[src/rtl/min_jerk_trajectory_gen_defines.svh]
// Assertion macros shared by the trajectory generator RTL.
// Every macro expects a clock named clk and a synchronous reset named rst in scope.
`ifndef MIN_JERK_TRAJECTORY_GEN_DEFINES_SVH
`define MIN_JERK_TRAJECTORY_GEN_DEFINES_SVH

// Same-cycle implication, checked outside reset
`define MJT_ASSERT_IMP(name, ante, cons, msg) \
  name: assert property (@(posedge clk) disable iff (rst) (ante) |-> (cons)) \
    else $error(msg);

// Next-cycle implication, checked outside reset
`define MJT_ASSERT_NXT(name, ante, cons, msg) \
  name: assert property (@(posedge clk) disable iff (rst) (ante) |=> (cons)) \
    else $error(msg);

`endif

[src/rtl/mjt_pkg.sv]
// Shared widths, types and the control-store program of the trajectory generator.
// No dependencies; used by mjt_core and min_jerk_trajectory_gen.
package mjt_pkg;

  // Field widths
  localparam int TIME_W    = 32;
  localparam int TAU_FRAC  = 24;
  localparam int POS_W     = 32;
  localparam int NUM_AXES  = 3;
  localparam int AX_W      = 2;
  localparam int NUM_REGS  = 7;
  localparam int CFG_IDX_W = 3;

  // Datapath widths: A operand holds a 33-bit axis span, B a 30-bit polynomial
  localparam int ALPHA_W   = POS_W + 1;
  localparam int POLY_W    = 30;
  localparam int OPA_W     = ALPHA_W + 1;
  localparam int OPB_W     = POLY_W;
  localparam int PROD_W    = OPA_W + OPB_W;
  // floor(prod / 2^TAU_FRAC) is exactly as wide as a derivative output
  localparam int DERIV_W   = PROD_W - TAU_FRAC;
  localparam int POS_SUM_W = DERIV_W + 1;
  localparam int ACC_W     = 34;
  localparam int COEF_W    = 9;
  localparam int PC_W      = 5;
  localparam int CNT_W     = 5;
  localparam int DST_W     = 3;
  localparam int OUT_DATA_W = NUM_AXES * POS_W + 2 * NUM_AXES * DERIV_W;

  localparam logic [TIME_W-1:0] DUR_RESET = TIME_W'(5000);

  // Register indexes
  localparam logic [CFG_IDX_W-1:0] REG_START_X  = 3'd0;
  localparam logic [CFG_IDX_W-1:0] REG_START_Y  = 3'd1;
  localparam logic [CFG_IDX_W-1:0] REG_START_Z  = 3'd2;
  localparam logic [CFG_IDX_W-1:0] REG_END_X    = 3'd3;
  localparam logic [CFG_IDX_W-1:0] REG_END_Y    = 3'd4;
  localparam logic [CFG_IDX_W-1:0] REG_END_Z    = 3'd5;
  localparam logic [CFG_IDX_W-1:0] REG_DURATION = 3'd6;

  // Polynomial coefficients
  localparam logic signed [COEF_W-1:0] K_NONE = 9'sd0;
  localparam logic signed [COEF_W-1:0] K_6    = 9'sd6;
  localparam logic signed [COEF_W-1:0] K_10   = 9'sd10;
  localparam logic signed [COEF_W-1:0] K_N15  = -9'sd15;
  localparam logic signed [COEF_W-1:0] K_30   = 9'sd30;
  localparam logic signed [COEF_W-1:0] K_60   = 9'sd60;
  localparam logic signed [COEF_W-1:0] K_N60  = -9'sd60;
  localparam logic signed [COEF_W-1:0] K_120  = 9'sd120;
  localparam logic signed [COEF_W-1:0] K_N180 = -9'sd180;

  // Write-back destinations
  localparam logic [DST_W-1:0] DST_NONE = 3'd0;
  localparam logic [DST_W-1:0] DST_T2   = 3'd2;
  localparam logic [DST_W-1:0] DST_T3   = 3'd3;
  localparam logic [DST_W-1:0] DST_T4   = 3'd4;
  localparam logic [DST_W-1:0] DST_T5   = 3'd5;
  localparam logic [DST_W-1:0] DST_SP   = 3'd0;
  localparam logic [DST_W-1:0] DST_SV   = 3'd1;
  localparam logic [DST_W-1:0] DST_SA   = 3'd2;
  localparam logic [DST_W-1:0] DST_X    = 3'd0;
  localparam logic [DST_W-1:0] DST_Y    = 3'd1;
  localparam logic [DST_W-1:0] DST_Z    = 3'd2;

  localparam logic [AX_W-1:0] AX_X = 2'd0;
  localparam logic [AX_W-1:0] AX_Y = 2'd1;
  localparam logic [AX_W-1:0] AX_Z = 2'd2;

  typedef logic signed [POS_W-1:0]   pos_t;
  typedef logic signed [DERIV_W-1:0] deriv_t;
  typedef pos_t   [NUM_AXES-1:0]     pos3_t;
  typedef deriv_t [NUM_AXES-1:0]     deriv3_t;

  typedef struct packed {
    pos3_t   pos;
    deriv3_t vel;
    deriv3_t acc;
  } traj_res_t;

  // Sequencer control
  typedef enum logic [1:0] {SEQ_NEXT, SEQ_DIV, SEQ_END} seq_op_t;
  typedef enum logic [2:0] {A_T1, A_T2, A_T3, A_T4, A_COEF, A_ALPHA} a_sel_t;
  typedef enum logic [2:0] {B_T1, B_T2, B_T3, B_T4, B_T5, B_SP, B_SV, B_SA} b_sel_t;
  typedef enum logic [2:0] {
    WB_NONE, WB_POW, WB_LD, WB_ADD, WB_POLY, WB_POS, WB_VEL, WB_ACC
  } wb_op_t;

  // One control word: the multiply issued this step, and the write-back of the
  // product issued in the step before
  typedef struct packed {
    seq_op_t                   seq;
    a_sel_t                    a_sel;
    b_sel_t                    b_sel;
    logic signed [COEF_W-1:0]  coef;
    logic [AX_W-1:0]           mul_axis;
    wb_op_t                    wb;
    logic [DST_W-1:0]          wb_dst;
  } ucode_t;

  function automatic ucode_t uword(seq_op_t s, a_sel_t a, b_sel_t b,
                                   logic signed [COEF_W-1:0] c, logic [AX_W-1:0] ax,
                                   wb_op_t w, logic [DST_W-1:0] d);
    ucode_t u;
    u.seq      = s;
    u.a_sel    = a;
    u.b_sel    = b;
    u.coef     = c;
    u.mul_axis = ax;
    u.wb       = w;
    u.wb_dst   = d;
    return u;
  endfunction

  // Control store: restoring divide, powers of tau, the three polynomials,
  // then nine axis products
  function automatic ucode_t ucode_fetch(logic [PC_W-1:0] pc);
    ucode_t u;
    case (pc)
      5'd0:  u = uword(SEQ_DIV,  A_T1,    B_T1, K_NONE, AX_X, WB_NONE, DST_NONE);
      5'd1:  u = uword(SEQ_NEXT, A_T1,    B_T1, K_NONE, AX_X, WB_NONE, DST_NONE);
      5'd2:  u = uword(SEQ_NEXT, A_COEF,  B_T1, K_60,   AX_X, WB_POW,  DST_T2);
      5'd3:  u = uword(SEQ_NEXT, A_T2,    B_T1, K_NONE, AX_X, WB_LD,   DST_NONE);
      5'd4:  u = uword(SEQ_NEXT, A_COEF,  B_T2, K_N180, AX_X, WB_POW,  DST_T3);
      5'd5:  u = uword(SEQ_NEXT, A_T3,    B_T1, K_NONE, AX_X, WB_ADD,  DST_NONE);
      5'd6:  u = uword(SEQ_NEXT, A_COEF,  B_T3, K_120,  AX_X, WB_POW,  DST_T4);
      5'd7:  u = uword(SEQ_NEXT, A_T4,    B_T1, K_NONE, AX_X, WB_POLY, DST_SA);
      5'd8:  u = uword(SEQ_NEXT, A_COEF,  B_T2, K_30,   AX_X, WB_POW,  DST_T5);
      5'd9:  u = uword(SEQ_NEXT, A_COEF,  B_T3, K_N60,  AX_X, WB_LD,   DST_NONE);
      5'd10: u = uword(SEQ_NEXT, A_COEF,  B_T4, K_30,   AX_X, WB_ADD,  DST_NONE);
      5'd11: u = uword(SEQ_NEXT, A_COEF,  B_T3, K_10,   AX_X, WB_POLY, DST_SV);
      5'd12: u = uword(SEQ_NEXT, A_COEF,  B_T4, K_N15,  AX_X, WB_LD,   DST_NONE);
      5'd13: u = uword(SEQ_NEXT, A_COEF,  B_T5, K_6,    AX_X, WB_ADD,  DST_NONE);
      5'd14: u = uword(SEQ_NEXT, A_ALPHA, B_SA, K_NONE, AX_X, WB_POLY, DST_SP);
      5'd15: u = uword(SEQ_NEXT, A_ALPHA, B_SA, K_NONE, AX_Y, WB_ACC,  DST_X);
      5'd16: u = uword(SEQ_NEXT, A_ALPHA, B_SA, K_NONE, AX_Z, WB_ACC,  DST_Y);
      5'd17: u = uword(SEQ_NEXT, A_ALPHA, B_SV, K_NONE, AX_X, WB_ACC,  DST_Z);
      5'd18: u = uword(SEQ_NEXT, A_ALPHA, B_SV, K_NONE, AX_Y, WB_VEL,  DST_X);
      5'd19: u = uword(SEQ_NEXT, A_ALPHA, B_SV, K_NONE, AX_Z, WB_VEL,  DST_Y);
      5'd20: u = uword(SEQ_NEXT, A_ALPHA, B_SP, K_NONE, AX_X, WB_VEL,  DST_Z);
      5'd21: u = uword(SEQ_NEXT, A_ALPHA, B_SP, K_NONE, AX_Y, WB_POS,  DST_X);
      5'd22: u = uword(SEQ_NEXT, A_ALPHA, B_SP, K_NONE, AX_Z, WB_POS,  DST_Y);
      5'd23: u = uword(SEQ_END,  A_T1,    B_T1, K_NONE, AX_X, WB_POS,  DST_Z);
      default: u = uword(SEQ_END, A_T1,   B_T1, K_NONE, AX_X, WB_NONE, DST_NONE);
    endcase
    return u;
  endfunction

endpackage

[src/rtl/mjt_core.sv]
// Microcoded datapath: restoring divider for tau, one shared signed multiplier,
// accumulator and result registers. Depends on mjt_pkg.
module mjt_core import mjt_pkg::*; (
  input  logic              clk,
  input  logic              rst,
  input  logic              go,
  input  logic [TIME_W-1:0] elapsed,
  input  logic [TIME_W-1:0] dur,
  input  pos3_t             start_pos,
  input  pos3_t             end_pos,
  output logic              done,
  output traj_res_t         res
);

  logic                      running;
  logic [PC_W-1:0]           pc;
  logic [CNT_W-1:0]          cnt;
  ucode_t                    uw;

  logic [TIME_W-1:0]         rem;
  logic [TAU_FRAC-1:0]       t1, t2, t3, t4, t5;
  logic signed [POLY_W-1:0]  sp, sv, sa;
  logic signed [ACC_W-1:0]   acc;
  logic signed [PROD_W-1:0]  prod;
  logic signed [ALPHA_W-1:0] alpha [NUM_AXES];
  pos3_t                     res_pos;
  deriv3_t                   res_vel, res_acc;

  logic signed [OPA_W-1:0]   op_a;
  logic signed [OPB_W-1:0]   op_b;
  logic [TIME_W:0]           rem2, den, rem_diff;
  logic                      q_bit;
  logic signed [ACC_W-1:0]   acc_sum;
  logic [DERIV_W-1:0]        prod_hi;
  logic [AX_W-1:0]           wb_axis;
  pos_t                      wb_start;
  logic signed [POS_SUM_W-1:0] pos_sum;
  pos_t                      pos_sat;

  assign uw = ucode_fetch(pc);

  // Select multiplier operands
  always_comb begin
    case (uw.a_sel)
      A_T1:    op_a = {{(OPA_W-TAU_FRAC){1'b0}}, t1};
      A_T2:    op_a = {{(OPA_W-TAU_FRAC){1'b0}}, t2};
      A_T3:    op_a = {{(OPA_W-TAU_FRAC){1'b0}}, t3};
      A_T4:    op_a = {{(OPA_W-TAU_FRAC){1'b0}}, t4};
      A_COEF:  op_a = {{(OPA_W-COEF_W){uw.coef[COEF_W-1]}}, uw.coef};
      A_ALPHA: op_a = {alpha[uw.mul_axis][ALPHA_W-1], alpha[uw.mul_axis]};
      default: op_a = '0;
    endcase
    case (uw.b_sel)
      B_T1:    op_b = {{(OPB_W-TAU_FRAC){1'b0}}, t1};
      B_T2:    op_b = {{(OPB_W-TAU_FRAC){1'b0}}, t2};
      B_T3:    op_b = {{(OPB_W-TAU_FRAC){1'b0}}, t3};
      B_T4:    op_b = {{(OPB_W-TAU_FRAC){1'b0}}, t4};
      B_T5:    op_b = {{(OPB_W-TAU_FRAC){1'b0}}, t5};
      B_SP:    op_b = sp;
      B_SV:    op_b = sv;
      B_SA:    op_b = sa;
      default: op_b = '0;
    endcase
  end

  // One restoring division step: the remainder always stays below dur
  always_comb begin
    rem2     = {rem, 1'b0};
    den      = {1'b0, dur};
    q_bit    = (rem2 >= den);
    rem_diff = rem2 - den;
  end

  // Write-back arithmetic on the product of the previous step
  always_comb begin
    acc_sum  = acc + prod[ACC_W-1:0];
    prod_hi  = prod[PROD_W-1:TAU_FRAC];
    wb_axis  = uw.wb_dst[AX_W-1:0];
    wb_start = start_pos[wb_axis];
    pos_sum  = {{(POS_SUM_W-POS_W){wb_start[POS_W-1]}}, wb_start}
             + {prod_hi[DERIV_W-1], prod_hi};
    // Saturate to the position width
    if (&pos_sum[POS_SUM_W-1:POS_W-1] || ~|pos_sum[POS_SUM_W-1:POS_W-1]) begin
      pos_sat = pos_sum[POS_W-1:0];
    end else if (pos_sum[POS_SUM_W-1]) begin
      pos_sat = {1'b1, {(POS_W-1){1'b0}}};
    end else begin
      pos_sat = {1'b0, {(POS_W-1){1'b1}}};
    end
  end

  // Sequencer: step counter with a self loop for the divider
  always_ff @(posedge clk) begin
    if (rst) begin
      running <= 1'b0;
      pc      <= '0;
      cnt     <= '0;
      done    <= 1'b0;
    end else begin
      done <= 1'b0;
      if (go) begin
        running <= 1'b1;
        pc      <= '0;
        cnt     <= '0;
      end else if (running) begin
        case (uw.seq)
          SEQ_DIV: begin
            if (cnt == CNT_W'(TAU_FRAC - 1)) begin
              pc <= pc + 1'b1;
            end else begin
              cnt <= cnt + 1'b1;
            end
          end
          SEQ_NEXT: pc <= pc + 1'b1;
          SEQ_END: begin
            running <= 1'b0;
            done    <= 1'b1;
          end
          default: running <= 1'b0;
        endcase
      end
    end
  end

  // Datapath registers
  always_ff @(posedge clk) begin
    if (go) begin
      rem <= elapsed;
      t1  <= '0;
      for (int i = 0; i < NUM_AXES; i++) begin
        alpha[i] <= {end_pos[i][POS_W-1], end_pos[i]} - {start_pos[i][POS_W-1], start_pos[i]};
      end
    end else if (running) begin
      prod <= op_a * op_b;
      if (uw.seq == SEQ_DIV) begin
        rem <= q_bit ? rem_diff[TIME_W-1:0] : rem2[TIME_W-1:0];
        t1  <= {t1[TAU_FRAC-2:0], q_bit};
      end
      case (uw.wb)
        WB_POW: begin
          case (uw.wb_dst)
            DST_T2:  t2 <= prod[2*TAU_FRAC-1:TAU_FRAC];
            DST_T3:  t3 <= prod[2*TAU_FRAC-1:TAU_FRAC];
            DST_T4:  t4 <= prod[2*TAU_FRAC-1:TAU_FRAC];
            DST_T5:  t5 <= prod[2*TAU_FRAC-1:TAU_FRAC];
            default: ;
          endcase
        end
        WB_LD:  acc <= prod[ACC_W-1:0];
        WB_ADD: acc <= acc_sum;
        WB_POLY: begin
          case (uw.wb_dst)
            DST_SP:  sp <= acc_sum[POLY_W-1:0];
            DST_SV:  sv <= acc_sum[POLY_W-1:0];
            DST_SA:  sa <= acc_sum[POLY_W-1:0];
            default: ;
          endcase
        end
        WB_POS:  res_pos[wb_axis] <= pos_sat;
        WB_VEL:  res_vel[wb_axis] <= prod_hi;
        WB_ACC:  res_acc[wb_axis] <= prod_hi;
        default: ;
      endcase
    end
  end

  assign res.pos = res_pos;
  assign res.vel = res_vel;
  assign res.acc = res_acc;

endmodule

[config.mk]
export PLATFORM = sky130hd
export DESIGN_NAME = mjt_core
export DESIGN_NICKNAME = d
export VERILOG_FILES = /design/src/rtl/min_jerk_trajectory_gen_defines.svh /design/src/rtl/mjt_pkg.sv /design/src/rtl/mjt_core.sv
export SDC_FILE = /design/constraint.sdc
export NUM_CORES = 2
export LEC_CHECK = 0
export ABC_AREA = 1
export BUFFER_PORTS_ARGS = -buffer_cell sky130_fd_sc_hd__clkbuf_2
export CAP_MARGIN = 10
export CORE_MARGIN = 2
export CORE_UTILIZATION = 40
export DETAILED_ROUTE_END_ITERATION = 8
export SYNTH_ARGS = -nofsm -noshare
export SYNTH_HDL_FRONTEND = slang
export SYNTH_SLANG_ARGS = --single-unit
[constraint.sdc]
create_clock -name clk -period 17.6 [get_ports clk]
set_input_delay 2.64 -clock clk [delete_from_list [all_inputs] [get_ports clk]]
set_output_delay 2.64 -clock clk [all_outputs]
set_load 0.1 [all_outputs]
==> metrics.txt <==
category of the worst setup path capture point=register; Sequential Area=23650 um^2; Yosys cell types=63; R2R cell count=34; first-pass GRT wire length=438000 um; core footprint=192600 um^2; sequential fraction of the synthesis area=30.49%; Total Nets Final=10.77k; clock input transition at the sequential cells of the worst setup and hold paths=0.06 ns; Hold Violations, Final=0; placer's final routability congestion estimate=1.036; Required @ worst endpoint=18.00 ns; die footprint=197500 um^2; proportion of layout cells with a drive suffix above 1=11.22%; iteration-0 DRC count of the detailed router=6788; post-synth net total=10.19k; post-detailed-placement half-perimeter wirelength=247000 um; largest voltage drop on the vdd net=0.07777 mV; worst slack at placement=6.874 ns; cell area after placement=83790 um^2; number of design rule violations left after detail routing=0; setup slack of the most critical reg-to-reg path=6.65 ns; Mean Syn Cell Area=9.144 um^2; met2 WL post-DR=136600 um; Synth async-reset ratio=0%; vertical extent of the die=444.4 um; largest clock skew in the final design=0.06501 ns; level count of the clock H-tree=3; critical-path maximum fanout=23; flip-flop and latch count after synthesis=808; slack of the critical path=6.646 ns; pin slew with the least headroom to its limit=1.521 ns; drt pass-1 iters=8; CP max-delay cell=sky130_fd_sc_hd__fa_1; multi-input combinational cell area=45960 um^2; combined area of all synthesized cells=77580 um^2; number of synthesis warnings=0; sum of buffers and inverters on the critical path=11; Clock Tree Root=sky130_fd_sc_hd__clkbuf_16; fillcell total=18.72k; crit path time final=10.95 ns; violations in the final reports=max-capacitance violations, max-slew violations; number of max-slew violations in the final report=2; CP top delay family=adder cells; # rows=161; number of antenna violations at the first check in global routing=34; number of enable-type register cells in the synthesized netlist=747; pin count of the biggest net entering global routing=67; TritonCTS Buffers=87; Post-Route Hold Slack=0.4937 ns; commonest cells after routing, fill and taps aside=sky130_fd_sc_hd__inv_1, sky130_fd_sc_hd__nand2_1, sky130_fd_sc_hd__fa_1; part of the cycle the worst path needs=62.24%; total wire length=306600 um; number of buffers added to fix hold violations after cts=0; drt via density=5.413; total global-route track usage=30.70%; initial standard-cell utilization of the core=40.28%; cell area power density=56.10 nW/um^2; maximum capacitance violations=2; CP Class=reg2reg; vias in the first global route=63.72k; number of top-level pins=596; WP data arrival=11.35 ns; Worst Hold Launch=cnt[4]; Non-Filler Cell Area, Final=86690 um^2; count of port buffers added during placement=595; TritonCTS clock tree=done; f_max=91.29 MHz; Metal-1 WL=125800 um; Reg-to-Reg Start=uw[17]; endpoint of the most critical register-to-register path=prod[63]; sum of negative setup slack=0 ns; stage delay of the slowest cell on the critical path=0.74 ns; Top Metal Used=met5; worst-skew pair later-pin latency=0.73 ns; Slew HR=-2.448%; launching element type of the critical path=register; unrepaired setup endpoints after global routing=false; wire per inst=26.27 um; flip-flop cell with the highest count after synthesis=sky130_fd_sc_hd__edfxtp_1; synthesis-to-finish area growth=11.74%; width of the chip=444.4 um; buffers inserted by post-CTS timing repair=0; result of the run=finished, violations left; type of the most critical hold path=reg2reg; cells resized by post-CTS repair=0; routed via count=63.19k; most common cell after layout, fill and taps aside=sky130_fd_sc_hd__inv_1; Worst Hold Path EP=cnt[4]; static power due to leakage=40.84 nW; Cells on Worst Hold Path=2; endpoints failing setup=0; gate count of the mapped netlist=8484; number of clock sinks seen by CTS=808; Detail Route Antenna Nets=0; remaining global-route overflow=0; routed length on met3=27390 um; critical path's most frequent cell=sky130_fd_sc_hd__fa_1; largest buffer count on any clock path=3
==> cells in the mapped netlist, drive strengths merged (42+ instances only) <==
cell / n / area, um^2
ha: 387 / 4842
xor2: 147 / 1287
inv: 1880 / 7059
edfxtp: 747 / 22430
nand2: 1708 / 6469
nor3: 47 / 282.8
buf: 158 / 887.1
a21oi: 371 / 1883
xnor2: 95 / 832.1
fa: 1056 / 21140
nand3: 184 / 960.9
clkbuf: 72 / 271.5
nand4: 57 / 356.6
nor2: 885 / 3367
dfxtp: 61 / 1221
a22oi: 42 / 315.3
o21ai: 266 / 1376
==> worst max path at each step <==
stage,start,endpoint,depth (start not counted)
2_1_floorplan,go,t5[0],4
4_1_cts,uw[17],prod[63],34
3_3_place_gp,uw[17],prod[63],34
5_1_grt,uw[17],prod[63],34
6_report,uw[17],prod[63],34
3_5_place_dp,uw[17],prod[63],34
==> kinds of logic after synthesis <==
family / share of synthesized area [%]
AOI/OAI and AO/OA: 7.146
buffers and inverters: 10.61
and+or+nand+nor: 15.53
DFF: 30.49
xor gates and xnor gates: 2.732
adders and majority gates: 33.49
==> sequential cells by signal, indices dropped and copies added, names as in the netlist <==
signal / cells
sv: 30
sa: 30
t3: 24
cnt: 5
sp: 30
uw: 25
acc: 30
t1: 24
prod: 64
alpha: 99
res: 336
t2: 24
rem: 32
running: 1
t4: 24
t5: 24
pc: 5
done: 1
==> layer usage <==
| metal | vias up | GRT usage [%] |
|---|---|---|
| li1 | 27531 | - |
| met1 | 31899 | 41.64 |
| met2 | 3139 | 47.62 |
| met3 | 607 | 5.833 |
| met4 | 10 | 14.22 |
| met5 | - | 0 |
==> power by group <==
part / total (W) / switching, W / internal (W)
sequential: 0.00222 / 0.0000385 / 0.00218
clock: 0.00188 / 0.000829 / 0.00106
combinational: 0.000763 / 0.000529 / 0.000234
total: 0.00486 / 0.00140 / 0.00347
==> tightest hold or removal path, stage by stage, from the launching register on <==
cell and delay, ns:
sky130_fd_sc_hd__dfxtp_1 0.31, sky130_fd_sc_hd__inv_1 0.07, sky130_fd_sc_hd__a21oi_1 0.06
==> metrics by stage <==
step | cells | total power, W | utilization (%)
2_1_floorplan | 8484 | 0.002701 | -
3_3_place_gp | 11502 | 0.002999 | 43.51
3_5_place_dp | 11502 | 0.003002 | 43.51
4_1_cts | 11662 | 0.004862 | 45.00
5_1_grt | 11664 | 0.005015 | 45.00
6_report | 11672 | 0.004863 | 45.01
==> final cells by class <==
type	count	share of cell area, %
well taps	2526	3.646
clock inverters	53	0.6711
diodes	9	0.02598
clock buffers	107	2.644
inverters	1884	8.160
flip-flops and latches	808	27.28
multi-input cells	5562	53.02
repair buffers	723	4.551
Power figures use the tool's default switching activity.
